`src/hw/rtl/swm_pkg.sv`:
```
// Shared types, constants and command structs for the sliding window median block.
package swm_pkg;

  localparam int unsigned MaxWindowDefault  = 64;
  localparam int unsigned SampleBitsDefault = 32;
  localparam int unsigned CfgBits           = 7;

  typedef enum logic [2:0] {
    StIdle,
    StDrop,
    StDropShift,
    StInsert,
    StEmit
  } swm_state_e;

  // Controller to datapath
  typedef struct packed {
    logic take;       // latch the accepted item, apply restart
    logic drop_find;  // locate the oldest sample in the sorted cells
    logic drop_shift; // remove the located cell
    logic insert;     // shift-insert the new sample, write the ring
    logic emit;       // load the median into the output register
  } swm_cmd_t;

  // Datapath to controller
  typedef struct packed {
    logic full;       // fill count has reached the window size
    logic exact;      // fill count equals the window size
  } swm_sts_t;

endpackage

```
`src/hw/rtl/swm_ctrl.sv`:
```
// Controller: sequences take, drop, insert and emit for each item; drop and emit only once the window is full.
module swm_ctrl
  import swm_pkg::*;
(
  input  logic     clk_i,
  input  logic     rst_ni,
  input  logic     in_valid_i,
  output logic     in_ready_o,
  output logic     out_valid_o,
  input  logic     out_ready_i,
  input  swm_sts_t sts_i,
  output swm_cmd_t cmd_o
);

  swm_state_e state_q, state_d;
  logic       ov_q, ov_d;

  always_comb begin
    state_d = state_q;
    case (state_q)
      StIdle:      if (in_valid_i) state_d = StDrop;
      StDrop:      state_d = sts_i.full ? StDropShift : StInsert;
      StDropShift: state_d = StDrop;
      StInsert:    state_d = StEmit;
      StEmit:      if (!(sts_i.exact && ov_q && !out_ready_i)) state_d = StIdle;
      default:     state_d = StIdle;
    endcase
  end

  always_comb begin
    cmd_o            = '0;
    in_ready_o       = 1'b0;
    ov_d             = ov_q && !out_ready_i;
    case (state_q)
      StIdle: begin
        in_ready_o  = 1'b1;
        cmd_o.take  = in_valid_i;
      end
      StDrop:      cmd_o.drop_find  = sts_i.full;
      StDropShift: cmd_o.drop_shift = 1'b1;
      StInsert:    cmd_o.insert     = 1'b1;
      StEmit: begin
        // Hold the new median here while the previous one still waits.
        if (sts_i.exact && (!ov_q || out_ready_i)) begin
          cmd_o.emit = 1'b1;
          ov_d       = 1'b1;
        end
      end
      default: ;
    endcase
  end

  assign out_valid_o = ov_q;

  always_ff @(posedge clk_i or negedge rst_ni) begin
    if (!rst_ni) begin
      state_q <= StIdle;
      ov_q    <= 1'b0;
    end else begin
      state_q <= state_d;
      ov_q    <= ov_d;
    end
  end

endmodule

```
`config.mk`:
```
export PLATFORM = sky130hd
export DESIGN_NAME = swm_ctrl
export DESIGN_NICKNAME = d
export VERILOG_FILES = /design/src/hw/rtl/swm_pkg.sv /design/src/hw/rtl/swm_ctrl.sv
export SDC_FILE = /design/constraint.sdc
export NUM_CORES = 1
export LEC_CHECK = 0
export BUFFER_PORTS_ARGS = -buffer_cell sky130_fd_sc_hd__buf_2
export CORE_AREA = 5 5 42 44
export CTS_CLUSTER_DIAMETER = 100
export DETAILED_ROUTE_END_ITERATION = 10
export DIE_AREA = 0 0 47 49
export PLACE_DENSITY = 0.36
export SYNTH_ARGS = -nofsm -noshare
export SYNTH_HDL_FRONTEND = slang
export SYNTH_SLANG_ARGS = --single-unit
```
`constraint.sdc`:
```
create_clock -name clk_i -period 1.6 [get_ports clk_i]
set_input_delay 0.08 -clock clk_i [delete_from_list [all_inputs] [get_ports clk_i]]
set_output_delay 0.08 -clock clk_i [all_outputs]
set_load 0.02 [all_outputs]
```
==> qor.csv, run 1 <==
stage,metric,value,unit
clocking,CTS tree,done,
worst_hold_path,worst min path class,in -> reg,
run_status,outcome,completed,
timing,period utilisation layout,82.11,%
yosys,syn avg cell area,10.87,µm²
clocking,post-CTS resize count,0,
yosys,"Seq/Total Area, Yosys",48.48,%
setup_path,Crit Path Category,reg -> out,
setup_path,R2R Path Start,state_q[2]$_DFFE_PN0P_,
timing,RSZ-0062 raised after global routing,no,
setup_path,Worst R2R End,state_q[2]$_DFFE_PN0P_,
grt,initial antenna violation count,0,
timing,Worst Skew,0.006488,ns
clocking,clk_lat worst skew,0.24,ns
detailed_routing,remaining antenna violation count,0,
setup_path,Critical Path Max Stage Delay,0.43,ns
final_layout,final std cells w/o fill,50,
clocking,CTS root buffer,clkbuf_4,
power_and_ir_drop,Pleak,0.1636,nW
power_and_ir_drop,maximum VDD drop,0.9162,mV
setup_path,WP data required,1.52,ns
detailed_routing,vias per inst,3.880,
yosys,Synth cell types,13,
timing,Least-Margin Pin Slew,0.2254,ns
timing,Relative slew margins,84.97,%
setup_path,critical path's top delay family,flip-flops,
yosys,Synth area leader,dfrtp_1,
clocking,CTS buffer count,3,
grt,first-pass GRT wire length,848,µm
worst_hold_path,hold worst-path end,state_q[0]$_DFFE_PN0P_,
timing,fin. max-slew vios,0,
placement,detailed placer's ending HPWL,400.6,µm
setup_path,Startpoint Class,flip-flop,
grt,largest net degree at the start of global routing,8,
floorplan,Top Ports,13,
grt,vias in the first global route,196,
final_layout,multi-input logic area,98.84,µm²
placement,Port Buffers,12,
final_layout,n_diodes,0,
yosys,Mapped Cells,19,
final_layout,fill cell count,158,
setup_path,"Cell Chain, Critical Path","nand4bb_1, nor2b_1, buf_2",
detailed_routing,drt first-iter violations,9,
detailed_routing,drt first pass iters,2,
final_layout,Register Area,100.1,µm²
floorplan,core area,1401,µm²
clocking,H-tree depth,1,
setup_path,worst reg2reg path depth,2,
clocking,clock sinks,4,
final_layout,area grow syn2layout,50.91,%
placement,GP Congestion,0.6469,
worst_hold_path,Hold Crit Start,sts_i[1],
grt,GRT overflow,0,
yosys,Mapped Area,206.4,µm²
setup_path,R2R setup slack,0.66,ns
detailed_routing,# DRC,0,
final_layout,fin nets,42,
worst_hold_path,Hold Path Depth,3,
floorplan,chip width,47,µm
placement,Placed Cells,46,
timing,final setup fails,0,
setup_path,Worst path slowest cell,dfrtp_1,
timing,f_max,0.7612,GHz
timing,min Tclk post-route,1.314,ns
timing,sum of negative setup slack,0,ns
job,MaxCap Viol Count,0,
detailed_routing,total wire length,511,µm
setup_path,CP endpoint kind,output port,
yosys,Ys Warns,0,
detailed_routing,detailed-route via count,194,
floorplan,initial core utilization,14.73,%
setup_path,critical path buffer and inverter count,1,
yosys,top cell type's share of synthesized area,48.48,%
power_and_ir_drop,Pwr Density,1891,nW/µm²
grt,Total GRT Usage,5.932,%
setup_path,worst-path fanout max,7,
clocking,CTS Buffer Depth,2,
yosys,synthesized net count,25,
final_layout,share of cells above drive strength 1,47.06,%
setup_path,WP data arrival,1.23,ns
timing,"Hold Violations, Final",0,
yosys,synth top area cells,"dfrtp_1 (48%), nor3_1 (7.3%), and2_1 (6.1%)",
detailed_routing,Avg WL per Cell,10.22,µm
clocking,clk slew on worst S/H paths,0.03,ns
floorplan,row count,14,
floorplan,die height,49,µm
yosys,#FFs+latches synth,4,
floorplan,die area,2303,µm²
-- final cells by class --
type	instances	area share (%)
Timing Repair Buffer	13	22.49
Sequential cell	4	32.13
Clock buffer	3	7.229
Tap cell	16	6.426
Multi-Input combinational cell	14	31.73
-- Yosys cell counts, drive strengths merged --
cell,count
nor2b,1
nand4bb,1
o21bai,1
nand2b,1
nor3,3
and2,2
buf,1
nor3b,2
o21a,1
nand2,1
and3b,1
dfrtp,4
-- cell usage in the layout (no fill, tap or decap) --
| master | synthesis | layout |
|---|---|---|
| o21bai_1 | 1 | 1 |
| clkbuf_4 | 0 | 3 |
| dlygate4sd3_1 | 0 | 1 |
| nor3b_2 | 1 | 1 |
| buf_2 | 0 | 12 |
| nand2b_1 | 1 | 1 |
| o21a_1 | 1 | 1 |
| nand4bb_1 | 1 | 1 |
| dfrtp_1 | 4 | 4 |
| and2_1 | 2 | 2 |
| nor3b_1 | 1 | 1 |
| and3b_1 | 1 | 1 |
| nand2_1 | 1 | 1 |
| nor3_1 | 3 | 3 |
| nor2b_1 | 1 | 1 |
-- state kept, by name (all words and copies together) (netlist names) --
signal       cells
out_valid_o      1
state_q          3
-- per-stage QoR --
| step | hold WS [ns] | util [%] | area, µm² | power (mW) | setup WS [ns] |
|---|---|---|---|---|---|
| 6_report | 0.1113 | 22.23 | 311.5 | 0.5892 | 0.2862 |
| 5_1_grt | 0.1182 | 22.23 | 311.5 | 0.6441 | 0.1770 |
| 4_1_cts | 0.1059 | 22.23 | 311.5 | 0.5990 | 0.2766 |
| 3_5_place_dp | -0.1109 | 19.91 | 279.0 | 0.4667 | 0.5286 |
| 3_3_place_gp | -0.1130 | 19.91 | 279.0 | 0.4605 | 0.5448 |
| 2_1_floorplan | -0.2156 | - | 206.4 | 0.3843 | 0.2351 |
-- logic make-up (layout without fill, tap and decap cells) --
logic type      Yosys count  after routing  share of synthesized area, %
compound gates            2              2                         7.275
flops                     4              4                         48.49
simple gates             12             12                         40.61
buf+inv                   1             16                         3.638
-- worst register-to-register path, delay by kind of cell (launching register included) --
kind,cells,cell delay (ns)
flops,1,0.45
simple gates,1,0.21
compound gates,1,0.15
-- worst max path at each step --
stage                      startpoint       end  slack [ns]  depth (start not counted)
4_1_cts        state_q[1]$_DFFE_PN0P_  cmd_o[0]        0.28                          3
3_3_place_gp   state_q[1]$_DFFE_PN0P_  cmd_o[0]        0.54                          3
3_5_place_dp   state_q[1]$_DFFE_PN0P_  cmd_o[0]        0.53                          3
2_1_floorplan  state_q[0]$_DFFE_PN0P_  cmd_o[4]        0.24                          2
5_1_grt        state_q[1]$_DFFE_PN0P_  cmd_o[4]        0.18                          3
6_report       state_q[1]$_DFFE_PN0P_  cmd_o[0]        0.29                          3
-- metal layers --
layer	share of wire (%)	routed length [µm]	GRT usage [%]	vias up
met4	0	0	1.382	0
met3	19	99	8.118	0
met1	42	217	6.652	81
met2	38	193	6.561	14
met5	0	0	0	-
li1	-	-	-	99
-- what timing repair did --
item | 4_1_cts | 5_1_grt
hold endpoints to repair | 4 | 0
buffers inserted | 0 | 0
hold buffers | 1 | 0
-- where the power goes --
part / internal (mW) / switching, mW
logic: 0.118 / 0.142
clock network: 0.0839 / 0.0425
registers: 0.141 / 0.0616
total: 0.343 / 0.246
Power figures use the tool's default switching activity.
==> run 2: changes to the inputs <==
--- a/config.mk
+++ b/config.mk
@@ -5,12 +5,13 @@
 export SDC_FILE = /design/constraint.sdc
 export NUM_CORES = 1
 export LEC_CHECK = 0
+export ABC_AREA = 1
 export BUFFER_PORTS_ARGS = -buffer_cell sky130_fd_sc_hd__buf_2
 export CORE_AREA = 5 5 42 44
 export CTS_CLUSTER_DIAMETER = 100
 export DETAILED_ROUTE_END_ITERATION = 10
 export DIE_AREA = 0 0 47 49
-export PLACE_DENSITY = 0.36
+export PLACE_DENSITY = 0.39
 export SYNTH_ARGS = -nofsm -noshare
 export SYNTH_HDL_FRONTEND = slang
 export SYNTH_SLANG_ARGS = --single-unit
==> constraint.sdc (replaced) <==
create_clock -name clk_i -period 1.1 [get_ports clk_i]
set_input_delay 0.055 -clock clk_i [delete_from_list [all_inputs] [get_ports clk_i]]
set_output_delay 0.055 -clock clk_i [all_outputs]
set_load 0.02 [all_outputs]
==> qor.csv, run 2 <==
stage,metric,value,unit
power_and_ir_drop,Total Power,991.5,µW
floorplan,die height,49,µm
job,MaxCap Viol Count,0,
yosys,synthesized net count,39,
power_and_ir_drop,Pint,557.7,µW
timing,RSZ-0062 raised after global routing,yes,
detailed_routing,drt first pass iters,2,
final_layout,"Design Area, Final",371.6,µm²
final_layout,area grow syn2layout,62.29,%
run_status,failing checks,negative setup slack,
grt,GRT overflow,0,
setup_path,WP data arrival,1.14,ns
timing,final setup fails,4,
floorplan,die area,2303,µm²
final_layout,number of flip-flops in the largest register,3,
power_and_ir_drop,maximum VDD drop,0.9477,mV
setup_path,Crit Path Category,reg -> out,
setup_path,Worst path slowest cell,dfrtp_2,
detailed_routing,drt first-iter violations,1,
floorplan,row count,14,
placement,detailed placer's ending HPWL,425,µm
run_status,outcome,"finished, violations left",
placement,Placed Area,301.5,µm²
timing,period utilisation layout,108.3,%
power_and_ir_drop,Psw,433.8,µW
yosys,"count leader, synth",inv_1,
clocking,CTS tree,done,
yosys,synth cell count leaders,"inv_1 (9), nand2_1 (6), nor2_1 (5)",
detailed_routing,Avg WL per Cell,8.092,µm
detailed_routing,# DRC,0,
clocking,CTS root buffer,clkbuf_4,
detailed_routing,highest routed layer,met4,
detailed_routing,detailed-route via count,233,
power_and_ir_drop,Pwr Density,2668,nW/µm²
clocking,H-tree depth,1,
yosys,Ys Warns,0,
final_layout,fin nets,57,
yosys,fraction of registers with async set/reset,100.0,%
setup_path,Startpoint Class,flip-flop,
setup_path,R2R setup slack,0.11,ns
detailed_routing,Routed met2 length,249,µm
final_layout,Biggest register,state_q,
clocking,clk_lat worst skew,0.23,ns
detailed_routing,WL met3,53,µm
yosys,"Seq/Total Area, Yosys",43.72,%
floorplan,Top Ports,13,
setup_path,Critical Path Max Stage Delay,0.43,ns
worst_hold_path,Hold Path Depth,2,
detailed_routing,vias per inst,3.585,
grt,first-pass GRT wire length,855,µm
placement,Port Buffers,12,
yosys,Mapped Area,229.0,µm²
worst_hold_path,worst min path class,in -> reg,
yosys,#FFs+latches synth,4,
yosys,ys flop type,dfrtp_1,
timing,fin. max-slew vios,0,
yosys,syn avg cell area,6.938,µm²
clocking,clock sinks,4,
power_and_ir_drop,Sw Share,43.75,%
yosys,synth top area cells,"dfrtp_1 (44%), inv_1 (15%), nand2_1 (9.8%)",
yosys,Synth cell types,10,
timing,Least-Margin Pin Slew,0.2018,ns
setup_path,worst reg2reg path depth,5,
setup_path,worst-path fanout max,5,
setup_path,"Cell Chain, Critical Path","nor2_4, nand2_1, nor2_1, buf_4",
final_layout,"commonest cells after routing, fill and taps aside","inv_1 (8), buf_2 (6), buf_4 (6)",
detailed_routing,total wire length,526,µm
grt,initial antenna violation count,0,
floorplan,initial core utilization,16.34,%
grt,Total GRT Usage,5.300,%
final_layout,share of cells above drive strength 1,44.90,%
detailed_routing,metal1 wirelength,208,µm
power_and_ir_drop,Pleak,0.2258,nW
clocking,clk slew on worst S/H paths,0.04,ns
timing,min Tclk post-route,1.192,ns
setup_path,CP endpoint kind,output port,
grt,vias in the first global route,244,
power_and_ir_drop,Clk pwr share,18.0,%
setup_path,WP data required,1.04,ns
timing,Final WS setup,-0.09157,ns
timing,Worst Skew,0.002411,ns
clocking,CTS Buffer Depth,2,
timing,f_max,0.8392,GHz
yosys,top cell type's share of synthesized area,43.72,%
yosys,Synth area leader,dfrtp_1,
floorplan,core area,1401,µm²
final_layout,"commonest non-fill, non-tap cell in the layout",inv_1,
final_layout,n_diodes,0,
power_and_ir_drop,Flop pwr share,28.2,%
grt,largest net degree at the start of global routing,6,
timing,"Hold Violations, Final",0,
detailed_routing,remaining antenna violation count,0,
floorplan,chip width,47,µm
final_layout,fill cell count,172,
placement,GP Congestion,0.6852,
clocking,CTS buffer count,3,
power_and_ir_drop,Comb power frac,53.8,%
timing,Relative slew margins,86.50,%
yosys,Mapped Cells,33,
yosys,number of synthesized flops with an enable pin,0,
timing,Final Hold Slack,0.03463,ns
## run 2: cell types whose count changed in the layout (fill, tap and decap cells not counted), moves of 3 or more
cell / delta
inv_1: +8
buf_2: -6
buf_4: +6
nand2_1: +4
nor2_1: +4
nand3_1: +3
## run 2: timing repair
action,CTS,global route
setup endpoints to repair,5,6
buffers inserted,0,1
gates resized for setup,7,5
pin swaps,1,2
hold endpoints to repair,4,0
hold buffers,1,0
## run 2: area by class of cell
| cell class | count | area [µm²] | area share (%) |
|---|---|---|---|
| Clock buffer | 3 | 22.52 | 6.061 |
| Inverter | 9 | 33.78 | 9.091 |
| Multi-Input combinational cell | 19 | 97.59 | 26.26 |
| Sequential cell | 4 | 101.3 | 27.27 |
| Tap cell | 16 | 20.02 | 5.387 |
| Timing Repair Buffer | 14 | 96.34 | 25.93 |
## run 2: per-stage QoR
| stage | TNS (ns) | setup WS, ns | util [%] | std cells |
|---|---|---|---|---|
| 2_1_floorplan | 0 | 0.1031 | - | 33 |
| 3_3_place_gp | 0 | 0.09564 | 21.52 | 60 |
| 3_5_place_dp | 0 | 0.08856 | 21.52 | 60 |
| 4_1_cts | -0.2917 | -0.09531 | 25.09 | 64 |
| 5_1_grt | -0.6488 | -0.1572 | 26.52 | 65 |
| 6_report | -0.2364 | -0.09157 | 26.52 | 65 |
## run 2: layer usage
metal	track usage, %	vias up
met1	4.889	94
met2	8.145	9
met4	5.530	0
li1	-	128
met5	0	-
met3	1.845	2
## run 2: cells by family (layout without fill, tap and decap cells)
family | count (synthesis) | after routing | share of synthesized area (%)
compound gates | 2 | 2 | 4.372
buf+inv | 10 | 26 | 18.03
flops | 4 | 4 | 43.72
simple gates | 17 | 17 | 33.88
## run 2: power by group through the flow
| stage | registers (mW) | clock network [mW] | logic (mW) |
|---|---|---|---|
| 6_report | 0.279 | 0.179 | 0.534 |
| 5_1_grt | 0.289 | 0.205 | 0.592 |
| 4_1_cts | 0.275 | 0.190 | 0.493 |
| 3_5_place_dp | 0.262 | 0 | 0.442 |
| 3_3_place_gp | 0.262 | 0 | 0.443 |
| 2_1_floorplan | 0.264 | 0 | 0.318 |
## run 2: final timing paths
check                                          to                   start
setup / recovery                         cmd_o[4]  state_q[0]$_DFFE_PN0P_
hold / removal              out_valid_o$_DFF_PN0_             out_ready_i
setup reg to reg           state_q[0]$_DFFE_PN0P_  state_q[0]$_DFFE_PN0P_
hold reg to reg             out_valid_o$_DFF_PN0_   out_valid_o$_DFF_PN0_
max in group asynchronous  state_q[0]$_DFFE_PN0P_                  rst_ni
min in group asynchronous  state_q[1]$_DFFE_PN0P_                  rst_ni
## run 2: critical path, delay by kind of cell (launching register included)
kind | cells | cell delay (ns)
DFF | 1 | 0.43
and+or+nand+nor | 3 | 0.33
buffers and inverters | 1 | 0.14
==> run 3: changes to the inputs <==
--- a/config.mk
+++ b/config.mk
@@ -12,6 +12,7 @@
 export DETAILED_ROUTE_END_ITERATION = 10
 export DIE_AREA = 0 0 47 49
 export PLACE_DENSITY = 0.39
+export RECOVER_POWER = 50
 export SYNTH_ARGS = -nofsm -noshare
 export SYNTH_HDL_FRONTEND = slang
 export SYNTH_SLANG_ARGS = --single-unit
==> qor.csv, run 3 (synthesis results as in run 2) <==
stage,metric,value,unit
setup_path,CP endpoint kind,output port,
detailed_routing,total wire length,532,µm
worst_hold_path,Hold Crit Start,out_ready_i,
detailed_routing,drt first-iter violations,1,
final_layout,fin nets,57,
final_layout,share of cells above drive strength 1,42.86,%
floorplan,core area,1401,µm²
setup_path,worst-path fanout max,5,
setup_path,Startpoint Class,flip-flop,
run_status,outcome,"finished, violations left",
worst_hold_path,worst min path class,in -> reg,
grt,vias in the first global route,244,
clocking,clk_lat worst skew,0.23,ns
detailed_routing,drt first pass iters,2,
setup_path,R2R setup slack,0.11,ns
timing,f_max,0.8381,GHz
setup_path,R2R Path Start,state_q[0]$_DFFE_PN0P_,
final_layout,"commonest non-fill, non-tap cell in the layout",inv_1,
detailed_routing,Avg WL per Cell,8.185,µm
worst_hold_path,hold worst-path end,out_valid_o$_DFF_PN0_,
placement,Port Buffers,12,
final_layout,n_diodes,0,
timing,sum of negative setup slack,-0.2433,ns
setup_path,"Cell Chain, Critical Path","nor2_4, nand2_1, nor2_1, buf_4",
final_layout,"commonest cells after routing, fill and taps aside","inv_1 (8), buf_4 (6), nand2_1 (5), buf_2 (5), nor2_1 (4)",
timing,fin. max-slew vios,0,
placement,GP Congestion,0.6852,
detailed_routing,vias per inst,3.600,
timing,Least-Margin Pin Slew,0.2142,ns
grt,initial antenna violation count,0,
setup_path,Critical Path Max Stage Delay,0.43,ns
clocking,CTS root buffer,clkbuf_4,
floorplan,die area,2303,µm²
power_and_ir_drop,Pleak,0.2231,nW
floorplan,Top Ports,13,
timing,Worst Skew,0.003561,ns
clocking,H-tree depth,1,
placement,Placed Area,301.5,µm²
setup_path,worst reg2reg path depth,5,
timing,RSZ-0062 raised after global routing,yes,
floorplan,row count,14,
setup_path,WP data required,1.04,ns
placement,detailed placer's ending HPWL,425,µm
grt,largest net degree at the start of global routing,6,
clocking,clk slew on worst S/H paths,0.04,ns
grt,GRT overflow,0,
timing,min Tclk post-route,1.193,ns
grt,Total GRT Usage,5.300,%
clocking,clock sinks,4,
setup_path,Crit Path Category,reg -> out,
final_layout,"Design Area, Final",370.4,µm²
clocking,CTS tree,done,
clocking,CTS Buffer Depth,2,
grt,first-pass GRT wire length,855,µm
power_and_ir_drop,Total Power,992.7,µW
setup_path,Worst path slowest cell,dfrtp_2,
floorplan,initial core utilization,16.34,%
power_and_ir_drop,Pwr Density,2680,nW/µm²
job,MaxCap Viol Count,0,
detailed_routing,remaining antenna violation count,0,
timing,final setup fails,4,
timing,Relative slew margins,85.72,%
clocking,CTS buffer count,3,
detailed_routing,# DRC,0,
final_layout,Finished Core Util,26.43,%
final_layout,area grow syn2layout,61.75,%
floorplan,die height,49,µm
timing,Final WS setup,-0.09318,ns
final_layout,number of flip-flops in the largest register,3,
power_and_ir_drop,maximum VDD drop,0.9476,mV
worst_hold_path,Hold Path Depth,2,
setup_path,Worst R2R End,state_q[0]$_DFFE_PN0P_,
final_layout,Biggest register,state_q,
detailed_routing,detailed-route via count,234,
run_status,failing checks,negative setup slack,
timing,period utilisation layout,108.5,%
timing,"Hold Violations, Final",0,
floorplan,chip width,47,µm
setup_path,WP data arrival,1.14,ns
run 3: power by group:
group	internal [mW]	switching, mW
combinational	0.225	0.308
sequential	0.210	0.0692
clock	0.122	0.0581
total	0.557	0.436
run 3: final cells by class:
type,instances,area (µm²)
Clock buffer,3,22.52
Fill cell,173,1031
Inverter,9,33.78
Multi-Input combinational cell,19,97.59
Sequential cell,4,101.3
Tap cell,16,20.02
Timing Repair Buffer,14,95.09
run 3: critical path: cells and delay by family, from the launching register on:
| family | cells | cell delay [ns] |
|---|---|---|
| flip-flops | 1 | 0.43 |
| AND/OR/NAND/NOR | 3 | 0.33 |
| buffers and inverters | 1 | 0.14 |
run 3: timing repair:
item	in CTS	in global routing
setup endpoints to repair	5	6
setup buffers	0	1
resized for setup	7	5
hold buffers	1	0
hold endpoints to repair	4	0
pin swaps	1	2
gates cloned	0	0
run 3: routing by layer:
| metal | track usage, % | share of wire [%] | vias to the layer above | wire length (µm) |
|---|---|---|---|---|
| met2 | 8.145 | 47 | 9 | 249 |
| met4 | 5.530 | 2.8 | 0 | 15 |
| met1 | 4.889 | 40 | 95 | 214 |
| met3 | 1.845 | 10 | 2 | 53 |
| met5 | 0 | 0 | - | 0 |
| li1 | - | - | 128 | - |
run 3: how the worst max path moves through the flow:
stage,from,endpoint,slack (ns),depth (start not counted)
final,state_q[0]$_DFFE_PN0P_,cmd_o[4],-0.09,4
after global routing,state_q[0]$_DFFE_PN0P_,cmd_o[0],-0.16,4
after CTS,state_q[1]$_DFFE_PN0P_,cmd_o[4],-0.1,4
after detailed placement,state_q[0]$_DFFE_PN0P_,cmd_o[4],0.09,4
after global placement,state_q[0]$_DFFE_PN0P_,cmd_o[4],0.1,4
after floorplan,state_q[0]$_DFFE_PN0P_,cmd_o[4],0.10,3
run 3: per-stage QoR:
step / std cells / hold slack, ns / setup WS [ns]
floorplan: 33 / -0.2406 / 0.1031
global placement: 60 / -0.1365 / 0.09564
detailed placement: 60 / -0.1376 / 0.08856
CTS: 64 / 0.02411 / -0.09531
global route: 65 / 0.03574 / -0.1572
finish: 65 / 0.03455 / -0.09318
